==> config.mk <==
export PLATFORM = sky130hd
export DESIGN_NAME = chunked_update_session_receiver_unit
export DESIGN_NICKNAME = d
export VERILOG_FILES = /design/src/hdl/cusr_pkg.sv /design/src/hdl/cusr_front.sv /design/src/hdl/cusr_queue.sv /design/src/hdl/cusr_back.sv /design/src/hdl/chunked_update_session_receiver_unit.sv
export VERILOG_INCLUDE_DIRS = /design/src /design/src/hdl
export SDC_FILE = /design/constraint.sdc
export NUM_CORES = 1
export LEC_CHECK = 0
export ABC_AREA = 1
export ABC_CLOCK_PERIOD_IN_PS = 9100
export BUFFER_PORTS_ARGS = -buffer_cell sky130_fd_sc_hd__buf_4
export CAP_MARGIN = 10
export CORE_MARGIN = 1.5
export CORE_UTILIZATION = 50
export DETAILED_ROUTE_END_ITERATION = 10
export GPL_TIMING_DRIVEN = 1
export HOLD_SLACK_MARGIN = 0.02
export PLACE_DENSITY = 0.8
export SKIP_CTS_REPAIR_TIMING = 1
export SYNTH_ARGS = -nofsm -noshare
export SYNTH_HDL_FRONTEND = slang
export SYNTH_SLANG_ARGS = --single-unit
==> constraint.sdc <==
create_clock -name i_clk -period 9.1 [get_ports i_clk]
set_input_delay 1.365 -clock i_clk [delete_from_list [all_inputs] [get_ports i_clk]]
set_output_delay 1.365 -clock i_clk [all_outputs]
set_load 0.1 [all_outputs]
==> src/hdl/assert_macros.svh <==
// Assertion macros shared by the receiver RTL.
// No dependencies; define NO_ASSERTIONS to compile the checks out.
`ifndef ASSERT_MACROS_SVH
`define ASSERT_MACROS_SVH
`ifndef NO_ASSERTIONS
// Check that CONS holds whenever ANTE holds
`define CUSR_ASSERT_IMPLY(LBL, CLK, RSTN, ANTE, CONS) \
    LBL: assert property (@(posedge CLK) disable iff (!RSTN) (ANTE) |-> (CONS)) \
        else $error("implication check failed");
// Check that COND never holds
`define CUSR_ASSERT_NEVER(LBL, CLK, RSTN, COND) \
    LBL: assert property (@(posedge CLK) disable iff (!RSTN) !(COND)) \
        else $error("forbidden condition seen");
`else
`define CUSR_ASSERT_IMPLY(LBL, CLK, RSTN, ANTE, CONS)
`define CUSR_ASSERT_NEVER(LBL, CLK, RSTN, COND)
`endif
`endif

==> src/hdl/cusr_pkg.sv <==
// Shared types and codes of the chunked update session receiver.
// No dependencies; imported by every module of the block.
`timescale 1ns / 1ps
package cusr_pkg;

    // Queue depth between front and back
    localparam int CUSR_QDEPTH = 2;

    // Reset value of the inactivity limit
    localparam logic [31:0] CUSR_TIMEOUT_RST = 32'd30000;

    // Register indexes of the configuration port
    localparam logic REG_NODE_ID = 1'b0;
    localparam logic REG_TIMEOUT = 1'b1;

    // Incoming message types
    localparam logic [2:0] REQ_START = 3'd0;
    localparam logic [2:0] REQ_CHUNK = 3'd1;
    localparam logic [2:0] REQ_END   = 3'd2;
    localparam logic [2:0] REQ_ABORT = 3'd3;
    localparam logic [2:0] REQ_TICK  = 3'd4;

    // Acknowledgement kinds
    localparam logic [1:0] KIND_START = 2'd0;
    localparam logic [1:0] KIND_CHUNK = 2'd1;
    localparam logic [1:0] KIND_END   = 2'd2;

    // Acknowledgement status codes
    localparam logic [2:0] ST_OK       = 3'd0;
    localparam logic [2:0] ST_SIZE     = 3'd1;
    localparam logic [2:0] ST_SESSION  = 3'd2;
    localparam logic [2:0] ST_WRITE    = 3'd3;
    localparam logic [2:0] ST_CHECKSUM = 3'd4;

    // Classified operation handed from front to back
    typedef enum logic [2:0] {
        OP_NONE,
        OP_START,
        OP_CHUNK,
        OP_END,
        OP_ABORT,
        OP_TICK
    } t_op;

    // One classified request
    typedef struct packed {
        t_op         op;
        logic        mine;
        logic [15:0] session_id;
        logic [15:0] chunk_index;
        logic [15:0] total_chunks;
        logic [31:0] now_ms;
        logic        storage_ok;
    } t_item;

    // One result
    typedef struct packed {
        logic        ack_valid;
        logic [1:0]  ack_kind;
        logic [15:0] ack_session;
        logic [15:0] ack_chunk;
        logic [2:0]  ack_status;
        logic        discard_image;
        logic        reboot_request;
    } t_result;

endpackage

==> src/hdl/cusr_front.sv <==
// Front end: accepts requests, decodes the type and checks the target address.
// Depends on cusr_pkg.
`timescale 1ns / 1ps
module cusr_front (
    input  logic                 i_clk,
    input  logic                 i_rst_n,
    input  logic                 i_valid,
    output logic                 o_stall,
    input  logic [2:0]           i_req_type,
    input  logic [15:0]          i_target_id,
    input  logic [15:0]          i_session_id,
    input  logic [15:0]          i_chunk_index,
    input  logic [15:0]          i_total_chunks,
    input  logic [31:0]          i_now_ms,
    input  logic                 i_storage_ok,
    input  logic [15:0]          i_node_id,
    output logic                 o_item_valid,
    input  logic                 i_item_stall,
    output cusr_pkg::t_item      o_item
);
    import cusr_pkg::*;

    logic  r_valid;
    logic  n_valid;
    t_item r_item;
    t_item n_item;
    logic  w_take;

    // Hold the request while the queue is full
    assign o_stall = r_valid && i_item_stall;
    assign w_take  = i_valid && !o_stall;

    // Classify the request
    always_comb begin
        n_item.mine         = (i_target_id == i_node_id);
        n_item.session_id   = i_session_id;
        n_item.chunk_index  = i_chunk_index;
        n_item.total_chunks = i_total_chunks;
        n_item.now_ms       = i_now_ms;
        n_item.storage_ok   = i_storage_ok;
        unique case (i_req_type)
            REQ_START: n_item.op = OP_START;
            REQ_CHUNK: n_item.op = OP_CHUNK;
            REQ_END:   n_item.op = OP_END;
            REQ_ABORT: n_item.op = OP_ABORT;
            REQ_TICK:  n_item.op = OP_TICK;
            default:   n_item.op = OP_NONE;
        endcase
    end

    // Advance the stage
    assign n_valid = w_take || (r_valid && i_item_stall);

    always_ff @(posedge i_clk) begin
        if (!i_rst_n) begin
            r_valid <= 1'b0;
        end else begin
            r_valid <= n_valid;
        end
    end

    always_ff @(posedge i_clk) begin
        if (w_take) begin
            r_item <= n_item;
        end
    end

    assign o_item_valid = r_valid;
    assign o_item       = r_item;

endmodule

==> src/hdl/cusr_queue.sv <==
// Small FIFO of classified requests between the front and back ends.
// Depends on cusr_pkg.
`timescale 1ns / 1ps
module cusr_queue #(
    parameter int DEPTH = cusr_pkg::CUSR_QDEPTH
) (
    input  logic            i_clk,
    input  logic            i_rst_n,
    input  logic            i_push_valid,
    output logic            o_full,
    input  cusr_pkg::t_item i_push_item,
    output logic            o_pop_valid,
    input  logic            i_pop,
    output cusr_pkg::t_item o_pop_item
);
    import cusr_pkg::*;

    localparam int PTR_W = $clog2(DEPTH);
    localparam int CNT_W = $clog2(DEPTH + 1);

    t_item              r_mem [DEPTH];
    logic [PTR_W-1:0]   r_wr_ptr;
    logic [PTR_W-1:0]   r_rd_ptr;
    logic [CNT_W-1:0]   r_count;
    logic [PTR_W-1:0]   n_wr_ptr;
    logic [PTR_W-1:0]   n_rd_ptr;
    logic [CNT_W-1:0]   n_count;
    logic               w_push;
    logic               w_pop;

    assign o_full      = (r_count == CNT_W'(DEPTH));
    assign o_pop_valid = (r_count != '0);
    assign o_pop_item  = r_mem[r_rd_ptr];
    assign w_push      = i_push_valid && !o_full;
    assign w_pop       = i_pop && o_pop_valid;

    // Advance pointers with wrap and track the fill level
    always_comb begin
        n_wr_ptr = r_wr_ptr;
        n_rd_ptr = r_rd_ptr;
        n_count  = r_count;
        if (w_push) begin
            n_wr_ptr = (r_wr_ptr == PTR_W'(DEPTH - 1)) ? '0 : r_wr_ptr + PTR_W'(1);
        end
        if (w_pop) begin
            n_rd_ptr = (r_rd_ptr == PTR_W'(DEPTH - 1)) ? '0 : r_rd_ptr + PTR_W'(1);
        end
        if (w_push && !w_pop) begin
            n_count = r_count + CNT_W'(1);
        end else if (w_pop && !w_push) begin
            n_count = r_count - CNT_W'(1);
        end
    end

    always_ff @(posedge i_clk) begin
        if (!i_rst_n) begin
            r_wr_ptr <= '0;
            r_rd_ptr <= '0;
            r_count  <= '0;
        end else begin
            r_wr_ptr <= n_wr_ptr;
            r_rd_ptr <= n_rd_ptr;
            r_count  <= n_count;
        end
    end

    // Store the pushed request
    always_ff @(posedge i_clk) begin
        if (w_push) begin
            r_mem[r_wr_ptr] <= i_push_item;
        end
    end

endmodule

==> src/hdl/cusr_back.sv <==
// Back end: applies requests to the session state and registers the result.
// Depends on cusr_pkg.
`timescale 1ns / 1ps
module cusr_back (
    input  logic              i_clk,
    input  logic              i_rst_n,
    input  logic              i_item_valid,
    output logic              o_pop,
    input  cusr_pkg::t_item   i_item,
    input  logic [31:0]       i_timeout_ms,
    output logic              o_valid,
    input  logic              i_stall,
    output cusr_pkg::t_result o_result
);
    import cusr_pkg::*;

    logic        r_out_valid;
    t_result     r_result;
    t_result     n_result;
    logic        r_receiving;
    logic        n_receiving;
    logic [15:0] r_current_session;
    logic [15:0] n_current_session;
    logic [15:0] r_expected_index;
    logic [15:0] n_expected_index;
    logic [31:0] r_last_activity;
    logic [31:0] n_last_activity;
    logic [31:0] w_elapsed;
    logic        w_same;
    logic        w_ack;
    logic [1:0]  w_kind;
    logic [15:0] w_chunk;
    logic [2:0]  w_status;
    logic        w_discard;
    logic        w_reboot;

    // Take a request when the output register is free or being emptied
    assign o_pop = i_item_valid && (!r_out_valid || !i_stall);

    assign w_elapsed = i_item.now_ms - r_last_activity;
    assign w_same    = r_receiving && (i_item.session_id == r_current_session);

    // Apply the request to the session state
    always_comb begin
        n_receiving       = r_receiving;
        n_current_session = r_current_session;
        n_expected_index  = r_expected_index;
        n_last_activity   = r_last_activity;
        w_ack     = 1'b0;
        w_kind    = KIND_START;
        w_chunk   = '0;
        w_status  = ST_OK;
        w_discard = 1'b0;
        w_reboot  = 1'b0;
        unique case (i_item.op)
            OP_START: begin
                if (i_item.mine) begin
                    w_ack  = 1'b1;
                    w_kind = KIND_START;
                    if (!w_same) begin
                        // Drop any open image before opening a new session
                        w_discard = r_receiving;
                        if (!i_item.storage_ok) begin
                            n_receiving = 1'b0;
                            w_status    = ST_SIZE;
                        end else begin
                            n_receiving       = 1'b1;
                            n_current_session = i_item.session_id;
                            n_expected_index  = '0;
                            n_last_activity   = i_item.now_ms;
                        end
                    end
                end
            end
            OP_CHUNK: begin
                w_ack   = 1'b1;
                w_kind  = KIND_CHUNK;
                w_chunk = i_item.chunk_index;
                if (!i_item.mine || !w_same) begin
                    w_status = ST_SESSION;
                end else begin
                    n_last_activity = i_item.now_ms;
                    if (i_item.chunk_index == r_expected_index) begin
                        if (!i_item.storage_ok) begin
                            w_status = ST_WRITE;
                        end else begin
                            n_expected_index = r_expected_index + 16'd1;
                        end
                    end else if (r_expected_index != '0 &&
                                 i_item.chunk_index == r_expected_index - 16'd1) begin
                        // Re-acknowledge a repeat of the previous chunk
                        w_status = ST_OK;
                    end else begin
                        w_status = ST_SESSION;
                    end
                end
            end
            OP_END: begin
                w_ack  = 1'b1;
                w_kind = KIND_END;
                if (!i_item.mine || !w_same || r_expected_index != i_item.total_chunks) begin
                    w_status = ST_SESSION;
                end else begin
                    n_receiving = 1'b0;
                    if (!i_item.storage_ok) begin
                        w_discard = 1'b1;
                        w_status  = ST_CHECKSUM;
                    end else begin
                        w_reboot = 1'b1;
                    end
                end
            end
            OP_ABORT: begin
                if (i_item.mine && w_same) begin
                    n_receiving = 1'b0;
                    w_discard   = 1'b1;
                end
            end
            OP_TICK: begin
                // Drop a session idle past the limit
                if (r_receiving && w_elapsed > i_timeout_ms) begin
                    n_receiving = 1'b0;
                    w_discard   = 1'b1;
                end
            end
            OP_NONE: begin
                w_ack = 1'b0;
            end
            default: begin
                w_ack = 1'b0;
            end
        endcase
    end

    // Assemble the result, zero ack fields when no ack goes out
    always_comb begin
        n_result.ack_valid      = w_ack;
        n_result.ack_kind       = w_ack ? w_kind : '0;
        n_result.ack_session    = w_ack ? n_current_session : '0;
        n_result.ack_chunk      = w_ack ? w_chunk : '0;
        n_result.ack_status     = w_ack ? w_status : '0;
        n_result.discard_image  = w_discard;
        n_result.reboot_request = w_reboot;
    end

    always_ff @(posedge i_clk) begin
        if (!i_rst_n) begin
            r_out_valid       <= 1'b0;
            r_receiving       <= 1'b0;
            r_current_session <= '0;
            r_expected_index  <= '0;
            r_last_activity   <= '0;
        end else begin
            if (o_pop) begin
                r_out_valid       <= 1'b1;
                r_receiving       <= n_receiving;
                r_current_session <= n_current_session;
                r_expected_index  <= n_expected_index;
                r_last_activity   <= n_last_activity;
            end else if (!i_stall) begin
                r_out_valid <= 1'b0;
            end
        end
    end

    always_ff @(posedge i_clk) begin
        if (o_pop) begin
            r_result <= n_result;
        end
    end

    assign o_valid  = r_out_valid;
    assign o_result = r_result;

endmodule

==> src/hdl/chunked_update_session_receiver_unit.sv <==
// Receiver of a stop-and-wait chunked firmware transfer. It takes one request
// per clock when nothing stalls and gives exactly one result per request, in
// order, through the front end register, the queue and the back end output
// register. This rate is set by the back end, which updates the session state
// (flag, session id, expected chunk, last activity time) as it takes each
// request. A short queue between the decoding front end and the back end lets
// each side stall on its own. Configuration: node id at byte address 0,
// timeout in ms at byte address 4; write them only while the block is idle.
// Depends on cusr_pkg, cusr_front, cusr_queue, cusr_back, assert_macros.svh.
`timescale 1ns / 1ps
`include "assert_macros.svh"
module chunked_update_session_receiver_unit #(
    parameter int QUEUE_DEPTH = cusr_pkg::CUSR_QDEPTH
) (
    input  logic        i_clk,
    input  logic        i_rst_n,
    // Request channel
    input  logic        i_valid,
    output logic        o_stall,
    input  logic [2:0]  i_req_type,
    input  logic [15:0] i_target_id,
    input  logic [15:0] i_session_id,
    input  logic [15:0] i_chunk_index,
    input  logic [15:0] i_total_chunks,
    input  logic [31:0] i_now_ms,
    input  logic        i_storage_ok,
    // Result channel
    output logic        o_valid,
    input  logic        i_stall,
    output logic        o_ack_valid,
    output logic [1:0]  o_ack_kind,
    output logic [15:0] o_ack_session,
    output logic [15:0] o_ack_chunk,
    output logic [2:0]  o_ack_status,
    output logic        o_discard_image,
    output logic        o_reboot_request,
    // Configuration port
    input  logic        psel,
    input  logic        penable,
    input  logic        pwrite,
    input  logic [2:0]  paddr,
    input  logic [31:0] pwdata,
    output logic [31:0] prdata,
    output logic        pready
);
    import cusr_pkg::*;

    logic [15:0] r_node_id;
    logic [31:0] r_timeout_ms;
    logic        w_cfg_wr;
    logic        w_front_valid;
    logic        w_q_full;
    t_item       w_front_item;
    logic        w_q_valid;
    logic        w_q_pop;
    t_item       w_q_item;
    t_result     w_result;

    // Configuration registers
    assign pready   = 1'b1;
    assign w_cfg_wr = psel && penable && pwrite && pready;

    always_ff @(posedge i_clk) begin
        if (!i_rst_n) begin
            r_node_id    <= '0;
            r_timeout_ms <= CUSR_TIMEOUT_RST;
        end else if (w_cfg_wr) begin
            unique case (paddr[2])
                REG_NODE_ID: r_node_id    <= pwdata[15:0];
                REG_TIMEOUT: r_timeout_ms <= pwdata;
                default:     r_timeout_ms <= r_timeout_ms;
            endcase
        end
    end

    // Read back
    always_comb begin
        unique case (paddr[2])
            REG_NODE_ID: prdata = {16'd0, r_node_id};
            REG_TIMEOUT: prdata = r_timeout_ms;
            default:     prdata = '0;
        endcase
    end

    cusr_front u_front (
        .i_clk          (i_clk),
        .i_rst_n        (i_rst_n),
        .i_valid        (i_valid),
        .o_stall        (o_stall),
        .i_req_type     (i_req_type),
        .i_target_id    (i_target_id),
        .i_session_id   (i_session_id),
        .i_chunk_index  (i_chunk_index),
        .i_total_chunks (i_total_chunks),
        .i_now_ms       (i_now_ms),
        .i_storage_ok   (i_storage_ok),
        .i_node_id      (r_node_id),
        .o_item_valid   (w_front_valid),
        .i_item_stall   (w_q_full),
        .o_item         (w_front_item)
    );

    cusr_queue #(
        .DEPTH (QUEUE_DEPTH)
    ) u_queue (
        .i_clk        (i_clk),
        .i_rst_n      (i_rst_n),
        .i_push_valid (w_front_valid),
        .o_full       (w_q_full),
        .i_push_item  (w_front_item),
        .o_pop_valid  (w_q_valid),
        .i_pop        (w_q_pop),
        .o_pop_item   (w_q_item)
    );

    cusr_back u_back (
        .i_clk        (i_clk),
        .i_rst_n      (i_rst_n),
        .i_item_valid (w_q_valid),
        .o_pop        (w_q_pop),
        .i_item       (w_q_item),
        .i_timeout_ms (r_timeout_ms),
        .o_valid      (o_valid),
        .i_stall      (i_stall),
        .o_result     (w_result)
    );

    assign o_ack_valid      = w_result.ack_valid;
    assign o_ack_kind       = w_result.ack_kind;
    assign o_ack_session    = w_result.ack_session;
    assign o_ack_chunk      = w_result.ack_chunk;
    assign o_ack_status     = w_result.ack_status;
    assign o_discard_image  = w_result.discard_image;
    assign o_reboot_request = w_result.reboot_request;

    // Checks
    `CUSR_ASSERT_IMPLY(a_reboot_on_ok_end, i_clk, i_rst_n, o_valid && o_reboot_request, o_ack_valid && o_ack_status == ST_OK && o_ack_kind == KIND_END)
    `CUSR_ASSERT_IMPLY(a_quiet_fields_zero, i_clk, i_rst_n, o_valid && !o_ack_valid, o_ack_kind == '0 && o_ack_session == '0 && o_ack_chunk == '0 && o_ack_status == '0)
    `CUSR_ASSERT_NEVER(a_discard_and_reboot, i_clk, i_rst_n, o_valid && o_discard_image && o_reboot_request)

endmodule
==> parameters.txt <==
Parameter                              Value

Clock network
  Clk Tree Root Cell ... sky130_fd_sc_hd__clkbuf_16
  H-Tree Depth ... 2
  CTS Buf Count ... 43
  Worst-Skew Late Latency ... 0.58 ns
  TritonCTS clock tree ... done
  Clock-pin slew of the registers on the worst-case setup and hold paths ... 0.06 ns
  Clock Sinks ... 415
  Maximum clock path buffer count ... 3

Timing
  Final clock skew ... 0.0294 ns
  Setup repair after global routing missed its margin ... false
  Worst-case headroom to the max-slew limit ... 26.0%
  Total setup violations reported at the end of the flow ... 0
  Worst Max-Slew Pin Slew ... 1.11 ns
  Min Clock Period, post-route ... 5.75 ns
  Sum of negative setup slack ... 0 ns
  Maximum clock frequency ... 174 MHz
  Hold violation total from the final report ... 0
  Period Utilization, post-route ... 63.2%
  Max Transition Viols Final ... 0

Synth
  Count of different cell masters after synthesis ... 53
  Number of standard cells after synthesis ... 2001
  Share of flip-flops with an asynchronous set or reset ... 0%
  Yosys synthesis warning count ... 0
  Synthesized area per cell ... 9.67 um^2
  EDFF count, synth ... 295
  Top_reg_cell synth ... sky130_fd_sc_hd__edfxtp_1
  Post-synthesis cell area ... 19400 um^2
  Total of flip-flops plus latches after synthesis ... 415
  Post-Synthesis Net Count ... 2211
  Sequential area share after synthesis ... 58.2%

Pwr
  Net switching fraction of the power ... 42.8%
  Internal cell power ... 4.43 mW
  Power share of the sequential group ... 32.0%
  Maximum VDD drop ... 0.237 mV
  Switching power total ... 3.31 mW
  Post-layout power ... 7.75 mW
  Ratio of total power to cell area ... 340 nW/um^2
  Part of the power in combinational logic ... 44.7%
  Part of the power in the clock network ... 23.3%
  Lkg Pwr ... 9.29 nW

Cells and area
  Share of final-layout standard cells stronger than drive strength 1 ... 15.0%
  Fin cells ... 2745
  Area added between synthesis and finish ... 17.6%
  Antenna diode count ... 0
  Fin util ... 60.0%
  Layout Nets ... 2410
  Cell area after layout ... 22800 um^2
  Layout filler cell count ... 3088

Place
  HPWL after DPL ... 31100 um
  Last weighted congestion value of the routability-driven placer ... 0.841
  Placed Instance Area ... 21300 um^2
  Cell Count Post-Placement ... 2666
  Number of buffers added on ports ... 213

Die
  Core region area ... 37900 um^2
  Number of standard-cell rows in the floorplan ... 71
  Floorplan die area ... 39900 um^2
  Height of the die ... 200 um
  Top-Level Pins ... 217
  Starting Density ... 51.0%
  Horizontal extent of the die ... 200 um

Detailed routing
  Violation count after the first detailed-route iteration ... 879
  Count of antenna-violating nets left after detailed routing ... 0
  Via count ... 14400
  Wire length after detailed routing ... 45000 um
  Met1 Routed Length ... 19900 um
  Vias/cell ... 5.26
  Number of iterations in the first detailed-routing pass ... 5
  Length of routed met2 wiring ... 21300 um
  Top metal layer carrying routed signals ... met4
  Wire length per cell ... 16.4 um
  Remaining DRCs ... 0
  Length of routed met3 wiring ... 2600 um

Critical path
  CP endpoint kind ... flop
  Arrival @ worst endpoint ... 6.06 ns
  Sort of element at the start of the critical path ... flop
  Highest fanout seen on the critical path ... 46
  Critical Setup Path Class ... reg2reg
  Required time worst endpoint ... 9.41 ns

GRT
  Number of antenna violations at the first check in global routing ... 0
  Number of global-route vias before repair ... 13900
  Pin count of the biggest net entering global routing ... 81
  GRT Resource Usage Total ... 22.3%
  Global-route wire length before repair ... 69800 um
  Global route total overflow ... 0

Hold path
  Beginning of the worst hold path ... u_front.o_item[46]
  Worst Hold Class ... reg2reg

Run status
  Result of the run ... completed

Flow run
  Number of max-capacitance violations reported ... 0
per-stage QoR:
step / hold WS [ns] / setup slack, ns
after floorplan: 0.421 / 3.70
after global placement: 0.423 / 3.26
after detailed placement: 0.431 / 3.24
after CTS: 0.435 / 3.22
after global routing: 0.446 / 2.89
final: 0.432 / 3.35
path summary, 6_finish.rpt:
path	endpoint	slack, ns	cells after the start
setup / recovery	u_back.o_result[1]	3.35	21
hold / removal	u_queue.r_mem[1][46]	0.43	0
setup reg to reg	u_back.o_result[1]	3.35	21
hold reg to reg	u_queue.r_mem[1][46]	0.43	0
power by group through the flow:
stage | clock, mW | sequential [mW] | combinational, mW
floorplan | 0 | 3.16 | 1.99
detailed placement | 0 | 2.52 | 3.45
global placement | 0 | 2.50 | 3.34
finish | 1.80 | 2.48 | 3.46
CTS | 1.84 | 2.48 | 3.46
global route | 1.91 | 2.51 | 3.81
cell families after synthesis:
group | after synthesis | share of synthesized area, %
buffers and inverters | 285 | 6.15
AOI/OAI and AO/OA | 374 | 10.2
adders and majority gates | 68 | 4.43
other | 1 | 0.0194
and+or+nand+nor | 770 | 17.0
xor gates and xnor gates | 85 | 3.85
muxes | 3 | 0.220
DFF | 415 | 58.2
per-layer routing:
layer,vias to the layer above,track usage (%)
met5,-,0
li1,7140,-
met3,82,4.03
met1,6748,29.6
met2,462,37.3
met4,0,7.07
worst max-delay path: stages (launching register included):
cell and delay (ns):
sky130_fd_sc_hd__dfxtp_4 0.46, sky130_fd_sc_hd__inv_2 0.52, sky130_fd_sc_hd__buf_4 0.56, sky130_fd_sc_hd__nand2_1 0.10
sky130_fd_sc_hd__nand2_1 0.10, sky130_fd_sc_hd__ha_1 0.28, sky130_fd_sc_hd__a21oi_1 0.17, sky130_fd_sc_hd__nand2_1 0.10
sky130_fd_sc_hd__a21oi_1 0.25, sky130_fd_sc_hd__o21ai_0 0.22, sky130_fd_sc_hd__nand3_1 0.12, sky130_fd_sc_hd__nand3_1 0.22
sky130_fd_sc_hd__a31oi_1 0.23, sky130_fd_sc_hd__xor2_1 0.29, sky130_fd_sc_hd__ha_1 0.19, sky130_fd_sc_hd__nand2_1 0.07
sky130_fd_sc_hd__nor2_1 0.15, sky130_fd_sc_hd__nand4_1 0.14, sky130_fd_sc_hd__nor4_1 0.61, sky130_fd_sc_hd__a21oi_1 0.27
sky130_fd_sc_hd__a31oi_1 0.26, sky130_fd_sc_hd__o21ai_0 0.10
placed cells by master, fill, tap and decap left out, types with 59 or more instances in the layout:
master | Yosys | final
sky130_fd_sc_hd__nor2_1 | 142 | 140
sky130_fd_sc_hd__edfxtp_1 | 295 | 295
sky130_fd_sc_hd__o21ai_0 | 145 | 144
sky130_fd_sc_hd__a21oi_1 | 182 | 182
sky130_fd_sc_hd__buf_4 | 5 | 224
sky130_fd_sc_hd__xor2_1 | 59 | 59
sky130_fd_sc_hd__nand2_1 | 460 | 460
sky130_fd_sc_hd__nand3_1 | 73 | 73
sky130_fd_sc_hd__ha_1 | 67 | 67
sky130_fd_sc_hd__inv_1 | 211 | 209
sky130_fd_sc_hd__dfxtp_1 | 120 | 119
flip-flops by register name, summed over array words and instances (netlist names), named ones only:
| name | flops |
|---|---|
| u_queue.r_rd_ptr | 1 |
| r_node_id | 16 |
| u_back.r_current_session | 16 |
| u_back.o_result | 40 |
| u_front.o_item | 85 |
| r_timeout_ms | 32 |
| u_back.r_expected_index | 16 |
| u_back.r_receiving | 1 |
| u_back.o_valid | 1 |
| u_queue.r_wr_ptr | 1 |
| u_queue.r_mem | 170 |
| u_front.o_item_valid | 1 |
| u_queue.r_count | 2 |
| u_back.r_last_activity | 32 |
cell usage after synthesis, drive strengths merged, types with 2 or more instances:
library cell	count	area, um^2
nor3	18	101
mux2i	3	42.5
a21oi	182	911
inv	215	807
dfxtp	120	2400
or2	15	93.8
and2	3	18.8
nand3	76	410
o221ai	3	26.3
ha	67	838
a21boi	2	15.0
edfxtp	295	8860
clkbuf	40	150
nand4	27	169
nor2	149	601
nor4	4	25.0
nand2	468	1790
o21bai	3	22.5
nand3b	4	30.0
a21o	3	22.5
buf	30	234
xor2	59	517
or3	2	12.5
xnor2	26	228
o21ai	156	796
o211ai	10	75.1
nor3b	2	15.0
a31oi	6	37.5
o21a	6	45.0
final cells by class:
type | instances | area, um^2 | area share, %
clock inverter | 26 | 307 | 1.35
inverter | 215 | 808 | 3.55
tap | 511 | 639 | 2.81
sequential | 415 | 11300 | 49.5
multi-input combinational | 1301 | 6920 | 30.4
timing repair buffer | 224 | 1680 | 7.39
clock buffer | 53 | 1140 | 5.02
Note: power is estimated with default switching activity, not from simulation.
